--- src/svia_pkg.sv ---
`default_nettype none
package svia_pkg;

    localparam int unsigned DataW = 32;

    typedef enum logic [2:0] {
        ACT_ADD = 3'd0,
        ACT_SUB = 3'd1,
        ACT_MUL = 3'd2,
        ACT_DIV = 3'd3,
        ACT_REM = 3'd4
    } t_action;

    typedef enum logic [1:0] {
        ST_OK   = 2'd0,
        ST_BAD  = 2'd1,
        ST_DIV0 = 2'd2
    } t_status;

    typedef enum logic [1:0] {
        SZ_8  = 2'd0,
        SZ_16 = 2'd1,
        SZ_32 = 2'd2
    } t_size;

    typedef enum logic [1:0] {
        K_ARITH = 2'd0,
        K_DIV   = 2'd1,
        K_FIXED = 2'd2
    } t_kind;

    typedef struct packed {
        t_kind             kind;
        logic              is_rem;
        logic              sub;
        logic              mul;
        t_size             size;
        logic              neg_q;
        logic              neg_r;
        logic              div_ovf;
        logic [1:0]        status;
        logic [DataW-1:0]  a;
        logic [DataW-1:0]  b;
    } t_op;

    function automatic logic [DataW-1:0] size_mask(input t_size sz);
        logic [DataW-1:0] m;
        begin
            case (sz)
                SZ_8:    m = 32'h0000_00FF;
                SZ_16:   m = 32'h0000_FFFF;
                default: m = 32'hFFFF_FFFF;
            endcase
            return m;
        end
    endfunction

endpackage
`default_nettype wire

--- src/svia_front.sv ---
`default_nettype none
module svia_front (
    input  wire logic              i_clk,
    input  wire logic              i_rst_n,
    input  wire logic              i_load,
    input  wire logic [2:0]        i_action,
    input  wire logic              i_is_signed,
    input  wire logic [7:0]        i_operand_bytes,
    input  wire logic [31:0]       i_operand_a,
    input  wire logic [31:0]       i_operand_b,
    output logic                   o_valid,
    output svia_pkg::t_op          o_op
);

    svia_pkg::t_op n_op;
    svia_pkg::t_op r_op;
    logic          r_valid;
    logic [31:0]   w_mask;
    logic [31:0]   w_a;
    logic [31:0]   w_b;
    logic          w_sa;
    logic          w_sb;
    logic          w_size_ok;
    svia_pkg::t_size w_size;
    logic [31:0]   w_min;

    always_comb begin
        w_size_ok = 1'b1;
        case (i_operand_bytes)
            8'd1:    w_size = svia_pkg::SZ_8;
            8'd2:    w_size = svia_pkg::SZ_16;
            8'd4:    w_size = svia_pkg::SZ_32;
            default: begin
                w_size = svia_pkg::SZ_32;
                w_size_ok = 1'b0;
            end
        endcase
        w_mask = svia_pkg::size_mask(w_size);
        w_a = i_operand_a & w_mask;
        w_b = i_operand_b & w_mask;
        case (w_size)
            svia_pkg::SZ_8: begin
                w_sa = i_is_signed & w_a[7];
                w_sb = i_is_signed & w_b[7];
                w_min = 32'h0000_0080;
            end
            svia_pkg::SZ_16: begin
                w_sa = i_is_signed & w_a[15];
                w_sb = i_is_signed & w_b[15];
                w_min = 32'h0000_8000;
            end
            default: begin
                w_sa = i_is_signed & w_a[31];
                w_sb = i_is_signed & w_b[31];
                w_min = 32'h8000_0000;
            end
        endcase

        n_op         = '0;
        n_op.size    = w_size;
        n_op.sub     = (i_action == svia_pkg::ACT_SUB);
        n_op.mul     = (i_action == svia_pkg::ACT_MUL);
        n_op.is_rem  = (i_action == svia_pkg::ACT_REM);
        n_op.neg_q   = w_sa ^ w_sb;
        n_op.neg_r   = w_sa;
        n_op.div_ovf = i_is_signed && (w_a == w_min) && (w_b == w_mask);
        n_op.a       = w_sa ? ((~w_a + 32'd1) & w_mask) : w_a;
        n_op.b       = w_sb ? ((~w_b + 32'd1) & w_mask) : w_b;
        n_op.status  = svia_pkg::ST_OK;
        n_op.kind    = svia_pkg::K_ARITH;
        if (!w_size_ok || i_action > svia_pkg::ACT_REM) begin
            n_op.kind   = svia_pkg::K_FIXED;
            n_op.status = svia_pkg::ST_BAD;
        end else if (i_action == svia_pkg::ACT_DIV || i_action == svia_pkg::ACT_REM) begin
            if (w_b == '0) begin
                n_op.kind   = svia_pkg::K_FIXED;
                n_op.status = svia_pkg::ST_DIV0;
            end else begin
                n_op.kind = svia_pkg::K_DIV;
            end
        end else begin
            n_op.a = w_a;
            n_op.b = w_b;
        end
    end

    always_ff @(posedge i_clk) begin
        if (!i_rst_n) begin
            r_valid <= 1'b0;
        end else begin
            r_valid <= i_load;
        end
        if (i_load) begin
            r_op <= n_op;
        end
    end

    assign o_valid = r_valid;
    assign o_op    = r_op;

endmodule
`default_nettype wire

--- config.mk ---
export PLATFORM = sky130hd
export DESIGN_NAME = svia_front
export DESIGN_NICKNAME = d
export VERILOG_FILES = /design/src/svia_pkg.sv /design/src/svia_front.sv
export SDC_FILE = /design/constraint.sdc
export NUM_CORES = 1
export LEC_CHECK = 0
export BUFFER_PORTS_ARGS = -buffer_cell sky130_fd_sc_hd__clkbuf_2
export CORE_ASPECT_RATIO = 0.75
export CORE_MARGIN = 1.5
export CORE_UTILIZATION = 35
export DETAILED_ROUTE_END_ITERATION = 10
export GPL_ROUTABILITY_DRIVEN = 0
export GPL_TIMING_DRIVEN = 0
export SLEW_MARGIN = 20
export SYNTH_ARGS = -nofsm -noshare
export SYNTH_HDL_FRONTEND = slang
export SYNTH_SLANG_ARGS = --single-unit
--- constraint.sdc ---
create_clock -name i_clk -period 2.4 [get_ports i_clk]
set_clock_uncertainty 0.05 [all_clocks]
set_input_delay 0.24 -clock i_clk [delete_from_list [all_inputs] [get_ports i_clk]]
set_output_delay 0.24 -clock i_clk [all_outputs]
set_load 0.02 [all_outputs]
Word level (Yosys, flattened, before mapping)
Index checks and enable logic that the tools add are counted.
W data, S select, Z words.
- register bits after elaboration: 77
- bits of input ports: 79
- add/sub/neg operators: 2
- magnitude comparators: 1
- equality and inequality tests: 10
- multiplexer cells: 14
- bitwise logic cells: 14
- reductions and logical operators: 9
- operators by type and width (cell ; number):
    $and A32 B32 Y32 ; 4
    $mux W64 ; 2
    $pmux W32 S2 ; 2
    $add A32 B1 Y32 const B ; 2
    $eq A32 B32 Y1 ; 2
    $mux W32 ; 2
    $not A32 Y32 ; 2
    $logic_not A32 Y1 ; 1
    $eq A8 B1 Y1 const B ; 1
    $eq A8 B2 Y1 const B ; 1
    $eq A8 B3 Y1 const B ; 1
    $and A1 B1 Y1 ; 6
    $eq A3 B2 Y1 const B ; 2
    $mux W2 ; 3
    $pmux W1 S2 ; 2
    $pmux W2 S2 ; 1
    $eq A3 B1 Y1 const B ; 1
    $eq A3 B3 Y1 const B ; 1
    $gt A3 B3 Y1 const B ; 1
    $reduce_or A3 Y1 ; 1
    $eq A2 B1 Y1 const B ; 1
    $logic_and A1 B1 Y1 ; 2
    $logic_not A2 Y1 ; 1
    $logic_or A1 B1 Y1 ; 2
    other kinds (5) ; 6

Longest topological paths before layout
- depth after elaboration: 11
- depth in mapped cells: 9

Worst setup path before layout
Ideal clock, no wire load.
- path type: input-to-reg
- start: input i_operand_a[10]
- end: register r_op, in the netlist o_op[56], data pin
- library setup time: 266 ps
- arrival time: 1938 ps
- required time: 2084 ps
- path slack: 146 ps
- stages: 7
- cells stage by stage: or3_1 > or4_1 > clkbuf_1 > a211oi_1 > a211oi_1 > xnor2_1 > nor2_1
- RTL lines (what ; line ; source):
    from (decl) ; svia_front.sv:9 ; input wire logic [31:0] i_operand_a,
    to (signal assigned) ; svia_front.sv:94 ; r_op <= n_op;
    to (decl) ; svia_front.sv:16 ; svia_pkg::t_op r_op;

==> flow_summary.yaml <==
run_status:
  status: "complete, no violations"
min_path:
  worst_hold_path.endpoint: "o_valid$_SDFF_PN0_"
  whs_path_depth: 2
  min_path_type: "in2reg"
  hp-start: "i_rst_n"
cells_and_area:
  ff_latch_area_um2: 2302
  layout_common_cells: "clkbuf_2, edfxtp_1, nor2_1"
  fill_cells: 1210
  multi_input_area_um2: 2079
  drive_gt1_share_pct: 32.68
  antennaDiodeCount: 0
  syn_to_final_growth_pct: 29.84
  layout_commonest_cell: "clkbuf_2"
  layout.nets: 689
power_and_ir_drop:
  power_density_nw_per_um2: 640.8
  p_leak_nw: 2.219
  power.total_mw: 3.747
  ir_drop_uv: 492.3
setup_path:
  start_kind: "primary input"
  critPathMaxFanout: 6
  endpoint_kind: "flip-flop"
  crit_family: "simple AND/OR/NAND/NOR gates"
  crit_path_start: "i_operand_a[10]"
  worst-path-buf-inv: 2
  required_ns: 2.42
  max_stage_delay_ns: 0.52
  worstSetupPathDepth: 8
  crit_arrival_ns: 2.34
  cp_slowest_cell: "or4_1"
  crit_chain: "clkbuf_2 > or3_1 > or4_1 > clkbuf_1 > a21oi_1 > a211oi_1 > xnor2_1 > nor2_1"
  crit_type: "in2reg"
place:
  portBuffers: 152
  hpwl_um: 10230
  dp_slack_ns: -0.6525
die:
  core_um2: 12390
  die_h_um: 101.2
  rows: 35
  io_pins: 156
  die_w_um: 134.0
  start_util_pct: 36.34
  die-area_um2: 13560
synthesis:
  synthTopCellsByArea: "edfxtp_1, xnor2_1, nor2_1, xor2_1, nor3_1"
  yosys_register_bits: 77
  synth_fp_nets: 521
  synth_area_um2: 4503
  synth_seq_area_share_pct: 51.13
  synth_cells: 439
  async_reset_ff_share_pct: 0
  synth_top_cell_by_area: "edfxtp_1"
  synthFlopType: "edfxtp_1"
  syn_area_per_cell_um2: 10.26
  ys_types: 52
  synth_top_area_share_pct: 50.68
  synth_warnings: 0
  synth-edff-count: 76
routing:
  wl_um: 13220
  m1WireLength_um: 6233
  antenna_left: 0
  wire_per_inst_um: 17.00
  dr.max_layer_used: "met4"
  met2_wirelength_um: 5889
  drt_iter0_drc: 319
  first_pass_iters: 4
  route.met3.wl_um: 960
  drc: 0
  vias_per_cell: 5.242
  num_vias: 4078
sta:
  fin_ws_ns: 0.07651
  whs_ns: 0.07391
  hold_violations: 0
  rsz0062_at_grt: "false"
  fmax_mhz: 430.4
  fin_crit_ns: 2.323
  slew_headroom_pct: 61.13
  period_share_pct: 96.81
  drv_slew: 0
  tightest_slew_ns: 0.5778
  setup_violations: 0
clocking:
  cts_buffer_depth: 2
  cts_tree: "built"
  h-tree-depth: 3
  cts.sinks: 77
  root_buffer: "clkbuf_16"
  clkTransAtPathRegs_ns: 0.05
  numCtsBuffers: 9
global_route:
  grt_max_degree: 41
  overflow: 0
  grt_first_pass_wirelength_um: 20590
  antenna_found_initial: 0
  grt_util_all_layers_pct: 19.76
  grt_pass1_vias: 3935
flow_run:
  drv_cap: 0
what timing repair did:
| action | CTS | global route |
|---|---|---|
| setup endpoints to repair | 40 | 45 |
| cloned | 0 | 0 |
| pin swaps | 3 | 2 |
| hold buffers | 0 | 0 |
| gates resized for setup | 4 | 10 |
| buffers inserted | 3 | 2 |
worst max-delay path by stage:
stage,end
after floorplan,o_op[56]$_DFFE_PP_
after global placement,o_op[50]$_DFFE_PP_
after detailed placement,o_op[48]$_DFFE_PP_
after CTS,o_op[62]$_DFFE_PP_
after global routing,o_op[50]$_DFFE_PP_
final,o_op[50]$_DFFE_PP_
where the power goes:
part / internal (mW) / switching [mW] / total [mW]
sequential: 1.64 / 0.0363 / 1.67
clock: 0.800 / 0.527 / 1.33
combinational: 0.261 / 0.484 / 0.745
flip-flops by register name, summed over array words and instances (netlist names):
register and flops:
o_op 76, o_valid 1
stage by stage:
step,util (%),setup TNS (ns),instance area (um2),instances
after floorplan,-,0,4503,439
after global placement,44.15,-23.14,5472,757
after detailed placement,44.33,-26.77,5494,758
after CTS,46.91,0,5813,777
after global routing,47.18,0,5847,778
final,47.18,0,5847,778
Yosys cell counts (all sizes together) (2+ instances only):
master / number
edfxtp: 76
nor2: 61
xnor2: 32
nor3: 29
inv: 18
nand2: 18
xor2: 18
o21ai: 17
or3: 16
a21oi: 15
clkbuf: 14
nor4: 13
a211oi: 12
or4: 12
nand3: 10
o211ai: 10
buf: 6
nand4: 6
or2: 5
and3: 4
nor3b: 4
o311ai: 4
o31ai: 4
and2: 3
ha: 3
nand2b: 3
nand4b: 3
a21o: 2
a31oi: 2
and4b: 2
o2111ai: 2
o41ai: 2
or4b: 2
layout make-up:
cell class	instances	area share [%]
Tap cell	166	3.552
Buffer	19	1.434
Sequential cell	77	39.38
Timing Repair Buffer	158	14.04
Inverter	18	1.156
Multi-Input combinational cell	324	35.57
Clock inverter	5	0.8988
Clock buffer	11	3.980
routing by layer:
metal / global-route usage, % / vias to the layer above
met3: 6.206 / 11
met5: 0 / -
li1: - / 1992
met1: 27.29 / 1933
met4: 5.184 / 0
met2: 30.17 / 142
logic make-up after synthesis:
kind of cell | after synthesis | synth area share [%]
xor+xnor | 50 | 9.725
buf+inv | 38 | 3.334
flops | 77 | 51.13
simple gates | 192 | 22.67
fa+ha+maj | 3 | 0.8337
compound gates | 79 | 12.31
Note: power is estimated with default switching activity, not from simulation.
